File: src/hw/rtl/bmhq_pkg.sv
// Shared types and constants of the binary min-heap priority queue.
`default_nettype none

package bmhq_pkg;

  localparam int CAPACITY_DEF = 256;
  localparam int KEY_W        = 23;
  localparam int TAG_W        = 32;
  localparam int ENT_W        = KEY_W + TAG_W;
  localparam int FILL_W       = 9;
  localparam int STATUS_W     = 2;
  localparam int IN_DATA_W    = 56;
  localparam int OUT_DATA_W   = 64;

  typedef enum logic {
    FN_INSERT  = 1'b0,
    FN_EXTRACT = 1'b1
  } func_t;

  typedef enum logic [STATUS_W-1:0] {
    ST_OK    = 2'd0,
    ST_EMPTY = 2'd1,
    ST_FULL  = 2'd2
  } status_t;

  typedef enum logic [2:0] {
    S_IDLE,
    S_UP_CHK,
    S_UP_CMP,
    S_EX_LD,
    S_DN_CHK,
    S_DN_CMP,
    S_FINISH
  } state_t;

  // Controller to datapath
  typedef struct packed {
    logic    accept;    // capture input word, clear result
    status_t code;      // result status captured on accept
    logic    inc_count;
    logic    rd_up;     // read parent of pos on port A
    logic    up_move;   // parent moves down into pos
    logic    rd_ex;     // read root on port A, last entry on port B
    logic    ex_load;   // take root as result, last entry as hold
    logic    rd_dn;     // read both children of pos
    logic    dn_move;   // smaller child moves up into pos
    logic    place;     // write hold into pos
    logic    out_load;  // present result on the master side
  } cmd_t;

  // Datapath to controller
  typedef struct packed {
    logic full;
    logic empty;
    logic one_left;
    logic at_root;
    logic up_less;
    logic has_child;
    logic dn_less;
    logic out_busy;
  } sts_t;

endpackage

`default_nettype wire

File: src/hw/rtl/bmhq_ctrl.sv
// Sequencer of the heap queue: insert sift-up and extract sift-down steps.
`default_nettype none

module bmhq_ctrl (
  input  wire logic            clk,
  input  wire logic            rst,
  input  wire logic            s_tvalid,
  output logic                 s_tready,
  input  wire logic            func,
  output bmhq_pkg::cmd_t       cmd,
  input  wire bmhq_pkg::sts_t  sts
);

  bmhq_pkg::state_t state, state_next;

  always_ff @(posedge clk) begin
    if (rst) begin
      state <= bmhq_pkg::S_IDLE;
    end else begin
      state <= state_next;
    end
  end

  always_comb begin
    state_next = state;
    cmd        = '0;
    cmd.code   = bmhq_pkg::ST_OK;
    s_tready   = 1'b0;
    unique case (state)
      bmhq_pkg::S_IDLE: begin
        // hold off the slave side while in reset
        s_tready = !rst;
        if (s_tvalid && !rst) begin
          cmd.accept = 1'b1;
          if (bmhq_pkg::func_t'(func) == bmhq_pkg::FN_INSERT) begin
            if (sts.full) begin
              cmd.code   = bmhq_pkg::ST_FULL;
              state_next = bmhq_pkg::S_FINISH;
            end else begin
              cmd.inc_count = 1'b1;
              state_next    = bmhq_pkg::S_UP_CHK;
            end
          end else begin
            if (sts.empty) begin
              cmd.code   = bmhq_pkg::ST_EMPTY;
              state_next = bmhq_pkg::S_FINISH;
            end else begin
              cmd.rd_ex  = 1'b1;
              state_next = bmhq_pkg::S_EX_LD;
            end
          end
        end
      end
      bmhq_pkg::S_UP_CHK: begin
        if (sts.at_root) begin
          cmd.place  = 1'b1;
          state_next = bmhq_pkg::S_FINISH;
        end else begin
          cmd.rd_up  = 1'b1;
          state_next = bmhq_pkg::S_UP_CMP;
        end
      end
      bmhq_pkg::S_UP_CMP: begin
        if (sts.up_less) begin
          cmd.up_move = 1'b1;
          state_next  = bmhq_pkg::S_UP_CHK;
        end else begin
          cmd.place  = 1'b1;
          state_next = bmhq_pkg::S_FINISH;
        end
      end
      bmhq_pkg::S_EX_LD: begin
        cmd.ex_load = 1'b1;
        // the root was the only entry: nothing left to sift
        state_next  = sts.one_left ? bmhq_pkg::S_FINISH : bmhq_pkg::S_DN_CHK;
      end
      bmhq_pkg::S_DN_CHK: begin
        if (sts.has_child) begin
          cmd.rd_dn  = 1'b1;
          state_next = bmhq_pkg::S_DN_CMP;
        end else begin
          cmd.place  = 1'b1;
          state_next = bmhq_pkg::S_FINISH;
        end
      end
      bmhq_pkg::S_DN_CMP: begin
        if (sts.dn_less) begin
          cmd.dn_move = 1'b1;
          state_next  = bmhq_pkg::S_DN_CHK;
        end else begin
          cmd.place  = 1'b1;
          state_next = bmhq_pkg::S_FINISH;
        end
      end
      bmhq_pkg::S_FINISH: begin
        if (!sts.out_busy) begin
          cmd.out_load = 1'b1;
          state_next   = bmhq_pkg::S_IDLE;
        end
      end
      default: begin
        state_next = bmhq_pkg::S_IDLE;
      end
    endcase
  end

  // at most one memory write per cycle
  a_one_write: assert property (@(posedge clk) disable iff (rst)
    $onehot0({cmd.place, cmd.up_move, cmd.dn_move}))
    else $error("bmhq_ctrl: conflicting memory writes");

  a_out_free: assert property (@(posedge clk) disable iff (rst)
    cmd.out_load |-> !sts.out_busy)
    else $error("bmhq_ctrl: result loaded over a pending word");

  a_leave_idle: assert property (@(posedge clk) disable iff (rst)
    (state == bmhq_pkg::S_IDLE && s_tvalid) |=> state != bmhq_pkg::S_IDLE)
    else $error("bmhq_ctrl: accepted word not processed");

endmodule

`default_nettype wire

File: config.mk
export PLATFORM = sky130hd
export DESIGN_NAME = bmhq_ctrl
export DESIGN_NICKNAME = d
export VERILOG_FILES = /design/src/hw/rtl/bmhq_pkg.sv /design/src/hw/rtl/bmhq_ctrl.sv
export SDC_FILE = /design/constraint.sdc
export NUM_CORES = 1
export LEC_CHECK = 0
export ABC_AREA = 1
export BUFFER_PORTS_ARGS = -buffer_cell sky130_fd_sc_hd__buf_2
export CORE_AREA = 4 4 41 43
export DETAILED_ROUTE_END_ITERATION = 12
export DIE_AREA = 0 0 45 47
export HOLD_SLACK_MARGIN = 0.12
export PLACE_DENSITY = 0.65
export SLEW_MARGIN = 20
export SYNTH_ARGS = -nofsm -noshare
export SYNTH_HDL_FRONTEND = slang
export SYNTH_SLANG_ARGS = --single-unit
File: constraint.sdc
create_clock -name clk -period 1 [get_ports clk]
set_input_delay 0.2 -clock clk [delete_from_list [all_inputs] [get_ports clk]]
set_output_delay 0.2 -clock clk [all_outputs]
set_load 0.01 [all_outputs]
-- Word-level counts from Yosys, hierarchy flattened
Cells that the tools add are included.
- register bits: 3
- bits of input ports: 12
- output and inout bits: 13
- word-level logic and storage cells: 52
- equality and inequality tests: 8
- multiplexer cells: 39
- reduce and logical (&&, ||, !) cells: 4
- operators with widths (cell ; number):
    2-to-1 mux 1 bit ; 23
    2-to-1 mux 3 bit ; 7
    one-hot mux 3 bit (7 select lines) ; 1
    2-to-1 mux 2 bit ; 5
    equality test 3 bit (second input constant) ; 3
    2-to-1 mux 4 bit ; 2
    equality test 3 x 2 -> 1 bit (second input constant) ; 2
    inequality test 2 bit (second input constant) ; 2
    one-hot mux 1 bit (4 select lines) ; 1
    equality test 3 x 1 -> 1 bit (second input constant) ; 1
    zero test 3 bit ; 1
    AND reduction 2 bit ; 1
    logical AND 1 bit ; 1
    zero test 1 bit ; 1

-- Depth between registers and ports, before layout
Gate-level depths: netlist of the first run.
- depth in word-level cells: 4
- mapped depth: 9
- mapped depth without buffers: 9

-- Worst setup path after synthesis of the first run
OpenSTA, ideal clock, no wires.
- kind: register -> output
- from: register state[0]
- to: output cmd[5] in the netlist's numbering
- arrival time: 1.052 ns
- data required time: 0.800 ns
- setup slack: -0.252 ns
- cell stages (with the launch flop): 7
- path buffers: 1
- cell sequence: dfxtp_1 > buf_6 > nor2_2 > nand2_2 > nor2_2 > nand2_1 > nor2_1
- RTL lines (element ; line ; RTL):
    start: declaration ; bmhq_ctrl.sv:14 ; bmhq_pkg::state_t state, state_next;
    start signal: assignment ; bmhq_ctrl.sv:18 ; state <= bmhq_pkg::S_IDLE;
    start signal: assignment ; bmhq_ctrl.sv:20 ; state <= state_next;
    end: declaration ; bmhq_ctrl.sv:10 ; output bmhq_pkg::cmd_t cmd,

==> insert_results.sql, run 1 <==
INSERT INTO impl_metrics (metric_group, metric, value, unit) VALUES
('sta', 'finalHoldViolations', '0', ''),
('logic_synthesis', 'synth.top_cell.area_share', '0.150', ''),
('sta', 'timing.fmax', '696', 'MHz'),
('power_and_ir_drop', 'intPower', '1.06', 'mW'),
('min_path', 'hold_path_endpoint', 'state[2]', ''),
('logic_synthesis', 'yosysWarnings', '0', ''),
('min_path', 'timing.hold.worst.start', 'rst', ''),
('global_route', 'grt_first_pass_wirelength', '2190', 'µm'),
('logic_synthesis', 'yosys_register_bits', '3', ''),
('min_path', 'hp-class', 'in -> reg', ''),
('critical_path', 'cp-start-kind', 'flop', ''),
('critical_path', 'worst-path-max-fanout', '5', ''),
('logic_synthesis', 'synth.cells.most_frequent', 'sky130_fd_sc_hd__nand2_1 (15), sky130_fd_sc_hd__inv_1 (12), sky130_fd_sc_hd__nor2_1 (11)', ''),
('logic_synthesis', 'post_synth_inst_count', '71', ''),
('logic_synthesis', 'post-synth-top-area-cell', 'sky130_fd_sc_hd__dfxtp_1', ''),
('run_status', 'failed_checks', 'setup timing', ''),
('cts', 'cts_inserted_buffers', '3', ''),
('drt', 'drc_errors', '0', ''),
('drt', 'dr.pass1.iters', '2', ''),
('die', 'placeable_core_region', '1300', 'µm²'),
('place', 'numPlacedInstances', '119', ''),
('global_route', 'globalRoute.totalOverflow', '0', ''),
('global_route', 'antenna_found_initial', '0', ''),
('power_and_ir_drop', 'p_switching', '0.903', 'mW'),
('sta', 'timing.final.setup_violations', '16', ''),
('power_and_ir_drop', 'power-per-cell-area', '2340', 'nW/µm²'),
('drt', 'initialDrtViolationCount', '1', ''),
('critical_path', 'endpoint_of_the_worst_slack_reg_to_reg_timing_path', 'state[2]', ''),
('drt', 'postRouteAntennaNets', '0', ''),
('run_status', 'status', 'complete, but fails checks', ''),
('logic_synthesis', 'ys_async_sr_fraction', '0', ''),
('power_and_ir_drop', 'share_of_total_power_in_sequential_cells', '0.151', ''),
('cells_and_area', 'p_r_area_growth_vs_syn', '109', '%'),
('drt', 'post_drt_wl_per_cell', '10.7', 'µm'),
('cts', 'cts.sinks', '3', ''),
('cells_and_area', 'largest-register', 'state', ''),
('drt', 'vias_per_cell', '4.35', ''),
('sta', 'timing.final.ws_setup', '-0.436', 'ns'),
('logic_synthesis', 'synth_area', '400', 'µm²'),
('critical_path', 'timing.rr.start', 'state[0]', ''),
('cts', 'tritoncts', 'built', ''),
('sta', 'min_period', '1.44', 'ns'),
('cells_and_area', 'seq_area', '71.3', 'µm²'),
('place', 'placement.io_buffers', '24', ''),
('critical_path', 'critPathCaptureType', 'primary output', ''),
('drt', 'drt_wl_total', '1390', 'µm'),
('logic_synthesis', 'synth_area_per_cell', '5.64', 'µm²'),
('logic_synthesis', 'synth_top_area_cells', 'sky130_fd_sc_hd__dfxtp_1 (15%), sky130_fd_sc_hd__nand2_1 (14%), sky130_fd_sc_hd__inv_1 (11%)', ''),
('power_and_ir_drop', 'power_switching_share', '0.460', ''),
('die', 'die_height', '47', 'µm'),
('die', 'floorplan.die_area', '2120', 'µm²'),
('global_route', 'first_global_vias', '545', ''),
('cells_and_area', 'largest_register_ff_count', '3', ''),
('cts', 'clock_h_tree_levels', '1', ''),
('critical_path', 'critPathRequiredTime', '0.80', 'ns'),
('logic_synthesis', 'synth.net_count', '83', ''),
('cells_and_area', 'number_of_diodes', '0', ''),
('cts', 'clock_tree.buffer_depth', '2', ''),
('power_and_ir_drop', 'p_comb_frac', '0.738', ''),
('place', 'finalWeightedCongestion', '0.860', ''),
('cells_and_area', 'drive_above_1_share', '0.696', ''),
('die', 'initial_core_util', '0.308', ''),
('sta', 'grt_setup_unrepaired', 'yes', ''),
('critical_path', 'r2r_setup_slk', '-0.29', 'ns'),
('global_route', 'maximum_number_of_pins_on_one_net_before_global_route_repair', '6', ''),
('min_path', 'hold-path-cell-count', '3', ''),
('cts', 'clock_root_buffer_master', 'sky130_fd_sc_hd__clkbuf_4', ''),
('critical_path', 'startpoint', 'state[0]', ''),
('critical_path', 'cp.arrival', '1.24', 'ns'),
('cells_and_area', 'layout.cells.non_filler', '130', ''),
('die', 'floorplan.die.width', '45', 'µm');
==> cell type report <==
class                           count  area share
Timing Repair Buffer               41       0.340
Multi-Input combinational cell     51       0.442
Sequential cell                     3      0.0851
Inverter                           16      0.0791
Clock buffer                        4      0.0313
Tap cell                           15      0.0224
==> per-stage QoR <==
step	hold WS (ns)	setup TNS, ns	area, µm²	util
after floorplan	0.269	-0.764	434	-
after global placement	0.496	-1.83	637	0.489
after detailed placement	0.501	-2.03	637	0.489
after CTS	0.248	-4.80	774	0.595
after global routing	0.271	-6.32	838	0.644
final	0.260	-5.32	838	0.644
==> power by group through the flow <==
stage	logic [mW]	registers [mW]	clock network [mW]
global route	1.59	0.308	0.237
finish	1.45	0.297	0.216
global placement	0.962	0.248	0
detailed placement	0.969	0.248	0
CTS	1.22	0.292	0.223
floorplan	0.651	0.224	0
==> routing by layer <==
layer / part of all wire / vias to the layer above / track usage / wire [µm]
met5: 0 / - / 0 / 0
met4: 0 / 0 / 0.0292 / 0
met3: 0.065 / 0 / 0.0575 / 91
met2: 0.53 / 16 / 0.246 / 737
met1: 0.40 / 240 / 0.168 / 563
li1: - / 310 / - / -
==> how the worst max path moves through the flow <==
stage	to	cells past startpoint
CTS	cmd[9]	6
global route	cmd[5]	6
global placement	cmd[9]	6
floorplan	cmd[5]	6
finish	cmd[5]	6
detailed placement	cmd[9]	6
==> timing repair <==
action                     in CTS  in global routing
gates cloned                    0                  0
resized for setup              22                 10
setup endpoints to repair      16                 16
setup buffers                   3                  4
pin swaps                       6                  3
==> layout by cell type (no fill, tap or decap) <==
| cell | Yosys | routed |
|---|---|---|
| sky130_fd_sc_hd__a21oi_2 | 0 | 3 |
| sky130_fd_sc_hd__buf_2 | 0 | 21 |
| sky130_fd_sc_hd__buf_4 | 0 | 12 |
| sky130_fd_sc_hd__buf_6 | 1 | 8 |
| sky130_fd_sc_hd__clkbuf_1 | 0 | 1 |
| sky130_fd_sc_hd__clkbuf_4 | 0 | 3 |
| sky130_fd_sc_hd__clkinv_1 | 1 | 1 |
| sky130_fd_sc_hd__clkinvlp_4 | 0 | 1 |
| sky130_fd_sc_hd__dfxtp_4 | 0 | 3 |
| sky130_fd_sc_hd__inv_1 | 12 | 9 |
| sky130_fd_sc_hd__inv_2 | 3 | 4 |
| sky130_fd_sc_hd__inv_4 | 0 | 1 |
| sky130_fd_sc_hd__nand2_1 | 15 | 12 |
| sky130_fd_sc_hd__nand2_2 | 3 | 3 |
| sky130_fd_sc_hd__nand2_4 | 0 | 3 |
| sky130_fd_sc_hd__nand3_1 | 3 | 3 |
| sky130_fd_sc_hd__nand3_2 | 1 | 1 |
| sky130_fd_sc_hd__nand4_1 | 1 | 1 |
| sky130_fd_sc_hd__nor2_1 | 11 | 6 |
| sky130_fd_sc_hd__nor2_2 | 2 | 4 |
| sky130_fd_sc_hd__nor2_4 | 1 | 4 |
| sky130_fd_sc_hd__nor3_2 | 4 | 6 |
| sky130_fd_sc_hd__nor3_4 | 0 | 2 |
| sky130_fd_sc_hd__o2111ai_1 | 1 | 1 |
| sky130_fd_sc_hd__o21ai_0 | 1 | 1 |
| sky130_fd_sc_hd__o21ai_4 | 0 | 1 |
==> logic make-up after synthesis <==
| kind of cell | Yosys count | synth area share |
|---|---|---|
| AOI/OAI and AO/OA | 6 | 0.0937 |
| buffers and inverters | 17 | 0.178 |
| DFF | 3 | 0.150 |
| and+or+nand+nor | 45 | 0.578 |
==> worst max-delay path: stages, from the launching register on <==
cell,delay [ns]
sky130_fd_sc_hd__dfxtp_4,0.36
sky130_fd_sc_hd__nor2_4,0.14
sky130_fd_sc_hd__nand2_4,0.08
sky130_fd_sc_hd__nor2_4,0.12
sky130_fd_sc_hd__nand2_2,0.09
sky130_fd_sc_hd__nor2_2,0.08
sky130_fd_sc_hd__buf_2,0.13
No activity file was read; power rests on OpenSTA's default activity.
==> run 2: changes to the inputs <==
--- a/config.mk
+++ b/config.mk
@@ -7,9 +7,9 @@
 export LEC_CHECK = 0
 export ABC_AREA = 1
 export BUFFER_PORTS_ARGS = -buffer_cell sky130_fd_sc_hd__buf_2
-export CORE_AREA = 4 4 41 43
+export CORE_AREA = 8 8 45 47
 export DETAILED_ROUTE_END_ITERATION = 12
-export DIE_AREA = 0 0 45 47
+export DIE_AREA = 0 0 53 55
 export HOLD_SLACK_MARGIN = 0.12
 export PLACE_DENSITY = 0.65
 export SLEW_MARGIN = 20
==> run 2 against run 1 <==
Compared with the run above: the flow still finishes with violations (setup timing); via count grew 12%; clock skew increased by 0.0063 ns; maximum frequency decreased by 1.4%; cell count is 6.2% higher; first-iteration DRC count grew to 8.0 times the previous value; critical path depth stayed put; total power increased by 13%; sequential power barely moved; die area up 38%; global-route usage fell by 2.0 points.
==> insert_results.sql, run 2 (same netlist as run 1, synthesis figures left out) <==
INSERT INTO impl_metrics (metric_group, metric, value, unit) VALUES
('cells_and_area', 'biggestRegsByFlops', 'state: 3 flops', ''),
('min_path', 'hold_path_endpoint', 'state[0]', ''),
('cts', 'tritoncts', 'built', ''),
('die', 'floorplan.die_area', '2920', 'µm²'),
('drt', 'dr_total_vias', '635', ''),
('critical_path', 'timing.critical_path.slowest_cell_delay', '0.37', 'ns'),
('critical_path', 'critPathCaptureType', 'primary output', ''),
('sta', 'timing.fmax', '687', 'MHz'),
('cells_and_area', 'mostFrequentLayoutCell', 'sky130_fd_sc_hd__buf_2', ''),
('critical_path', 'crit_top_cell', 'sky130_fd_sc_hd__nor2_4', ''),
('critical_path', 'critical-path-slowest-cell', 'sky130_fd_sc_hd__dfxtp_4', ''),
('run_status', 'status', 'complete, but fails checks', ''),
('critical_path', 'r2r_setup_slk', '-0.41', 'ns'),
('drt', 'drt_wl_total', '1740', 'µm'),
('die', 'floorplan.io_pins', '25', ''),
('critical_path', 'worstPathCellList', 'nor2_4 > nand2_4 > nor2_4 > inv_2 > nor3_2 > buf_2', ''),
('cells_and_area', 'mostFrequentLayoutCells', 'sky130_fd_sc_hd__buf_2 (22), sky130_fd_sc_hd__buf_4 (17), sky130_fd_sc_hd__nand2_1 (12)', ''),
('drt', 'initialDrtViolationCount', '8', ''),
('cells_and_area', 'finish.net_count', '135', ''),
('global_route', 'first_global_vias', '661', ''),
('power_and_ir_drop', 'power-per-cell-area', '2400', 'nW/µm²'),
('place', 'finalWeightedCongestion', '0.859', ''),
('critical_path', 'endpoint_of_the_worst_slack_reg_to_reg_timing_path', 'state[2]', ''),
('critical_path', 'reg2reg_depth', '9', ''),
('critical_path', 'critical_path_buf_inv_count', '2', ''),
('power_and_ir_drop', 'ir_drop', '1.35', 'mV'),
('sta', 'finalCritPeriodShare', '1.46', ''),
('cts', 'clock_h_tree_levels', '1', ''),
('critical_path', 'path_delay_family', 'simple AND/OR/NAND/NOR gates', ''),
('cells_and_area', 'layout.cells.non_filler', '138', ''),
('drt', 'postRouteAntennaNets', '0', ''),
('sta', 'timing.final.setup_violations', '16', ''),
('die', 'die_height', '55', 'µm'),
('global_route', 'globalRoute.totalOverflow', '0', ''),
('die', 'initial_core_util', '0.289', ''),
('sta', 'final-max-slew-violation-count', '0', ''),
('die', 'floorplan.die.width', '53', 'µm'),
('global_route', 'maximum_number_of_pins_on_one_net_before_global_route_repair', '6', ''),
('cts', 'clock_root_buffer_master', 'sky130_fd_sc_hd__clkbuf_4', ''),
('place', 'numPlacedInstances', '119', ''),
('cells_and_area', 'largest-register', 'state', ''),
('cts', 'holdBufCountCts', '0', ''),
('drt', 'post_drt_wl_per_cell', '12.6', 'µm'),
('die', 'placeable_core_region', '1380', 'µm²'),
('critical_path', 'critPathRequiredTime', '0.80', 'ns'),
('min_path', 'hold-path-cell-count', '3', ''),
('sta', 'worstMarginPinSlew', '0.263', 'ns'),
('sta', 'finalClockSkew', '0.00714', 'ns'),
('cells_and_area', 'drive_above_1_share', '0.697', ''),
('sta', 'grt_setup_unrepaired', 'yes', ''),
('drt', 'vias_per_cell', '4.60', ''),
('cells_and_area', 'finalInstanceArea', '928', 'µm²'),
('cts', 'insertion_delay', '0.25', 'ns'),
('place', 'placement.io_buffers', '24', ''),
('place', 'detailed_place_hpwl', '1120', 'µm'),
('critical_path', 'setup.worst_path.class', 'reg -> out', ''),
('sta', 'timing.hold.ws', '0.248', 'ns'),
('min_path', 'timing.hold.worst.start', 'rst', ''),
('place', 'place_area', '631', 'µm²'),
('global_route', 'grt_first_pass_wirelength', '2650', 'µm'),
('sta', 'timing.slew.headroom', '0.823', ''),
('cts', 'clock_tree.buffer_depth', '2', ''),
('die', 'row_count', '14', ''),
('sta', 'timing.final.ws_setup', '-0.456', 'ns'),
('critical_path', 'cp.arrival', '1.26', 'ns'),
('critical_path', 'startpoint', 'state[1]', ''),
('critical_path', 'worst-path-max-fanout', '5', ''),
('drt', 'dr.pass1.iters', '3', ''),
('sta', 'min_period', '1.46', 'ns'),
('job', 'max_cap_violations', '0', ''),
('sta', 'finalHoldViolations', '0', ''),
('power_and_ir_drop', 'power_leakage', '0.507', 'nW'),
('critical_path', 'timing.rr.start', 'state[1]', ''),
('drt', 'drc_errors', '0', ''),
('run_status', 'failed_checks', 'setup timing', ''),
('critical_path', 'cp-start-kind', 'flop', ''),
('cts', 'clkTransAtPathRegs', '0.04', 'ns'),
('power_and_ir_drop', 'total_power', '2.23', 'mW'),
('cts', 'cts.sinks', '3', ''),
('cells_and_area', 'largest_register_ff_count', '3', ''),
('cells_and_area', 'number_of_diodes', '0', ''),
('global_route', 'antenna_found_initial', '0', ''),
('cts', 'cts_inserted_buffers', '3', ''),
('cells_and_area', 'p_r_area_growth_vs_syn', '132', '%'),
('global_route', 'globalRouteTotalUtil', '0.123', ''),
('min_path', 'hp-class', 'in -> reg', '');
## run 2: power by group
part / total [mW] / switching, mW / internal, mW
registers: 0.296 / 0.105 / 0.191
logic: 1.70 / 0.827 / 0.876
clock network: 0.228 / 0.0777 / 0.151
total: 2.23 / 1.01 / 1.22
## run 2: worst register-to-register path: cells and delay by family (launching register included)
kind,cells,cell delay [ns]
AOI/OAI and AO/OA,2,0.23
DFF,1,0.37
and+or+nand+nor,3,0.27
buffers and inverters,4,0.44
## run 2: how the worst max path moves through the flow
stage / slack [ns] / depth (start not counted) / endpoint
floorplan: -0.15 / 6 / cmd[5]
global placement: -0.17 / 6 / cmd[9]
detailed placement: -0.18 / 6 / state[1]
CTS: -0.44 / 6 / cmd[10]
global route: -0.51 / 6 / cmd[10]
finish: -0.46 / 6 / cmd[10]
## run 2: routing by layer
layer	GRT usage	wire length [µm]	part of all wire
met2	0.238	957	0.55
met1	0.117	681	0.39
met3	0.0294	82	0.047
met5	0	0	0
met4	0.0647	20	0.011
## run 2: stage by stage
| step | TNS (ns) | util | worst slack (ns) |
|---|---|---|---|
| after global routing | -6.49 | 0.671 | -0.512 |
| after CTS | -5.06 | 0.610 | -0.440 |
| after floorplan | -0.764 | - | -0.153 |
| after detailed placement | -1.87 | 0.456 | -0.183 |
| final | -5.77 | 0.671 | -0.456 |
| after global placement | -1.66 | 0.456 | -0.172 |
## run 2: cell type report
class	instances	area (µm²)
well taps	16	20.0
repair buffers	48	348
inverters	16	70.1
clock buffers	4	26.3
fillers	116	455
multi-input cells	51	393
flip-flops and latches	3	71.3
## run 2: repair_timing
item / in CTS / in global routing
pin swaps: 11 / 8
gates resized for setup: 28 / 8
setup endpoints to repair: 16 / 16
setup buffers: 9 / 6
cloned: 0 / 0
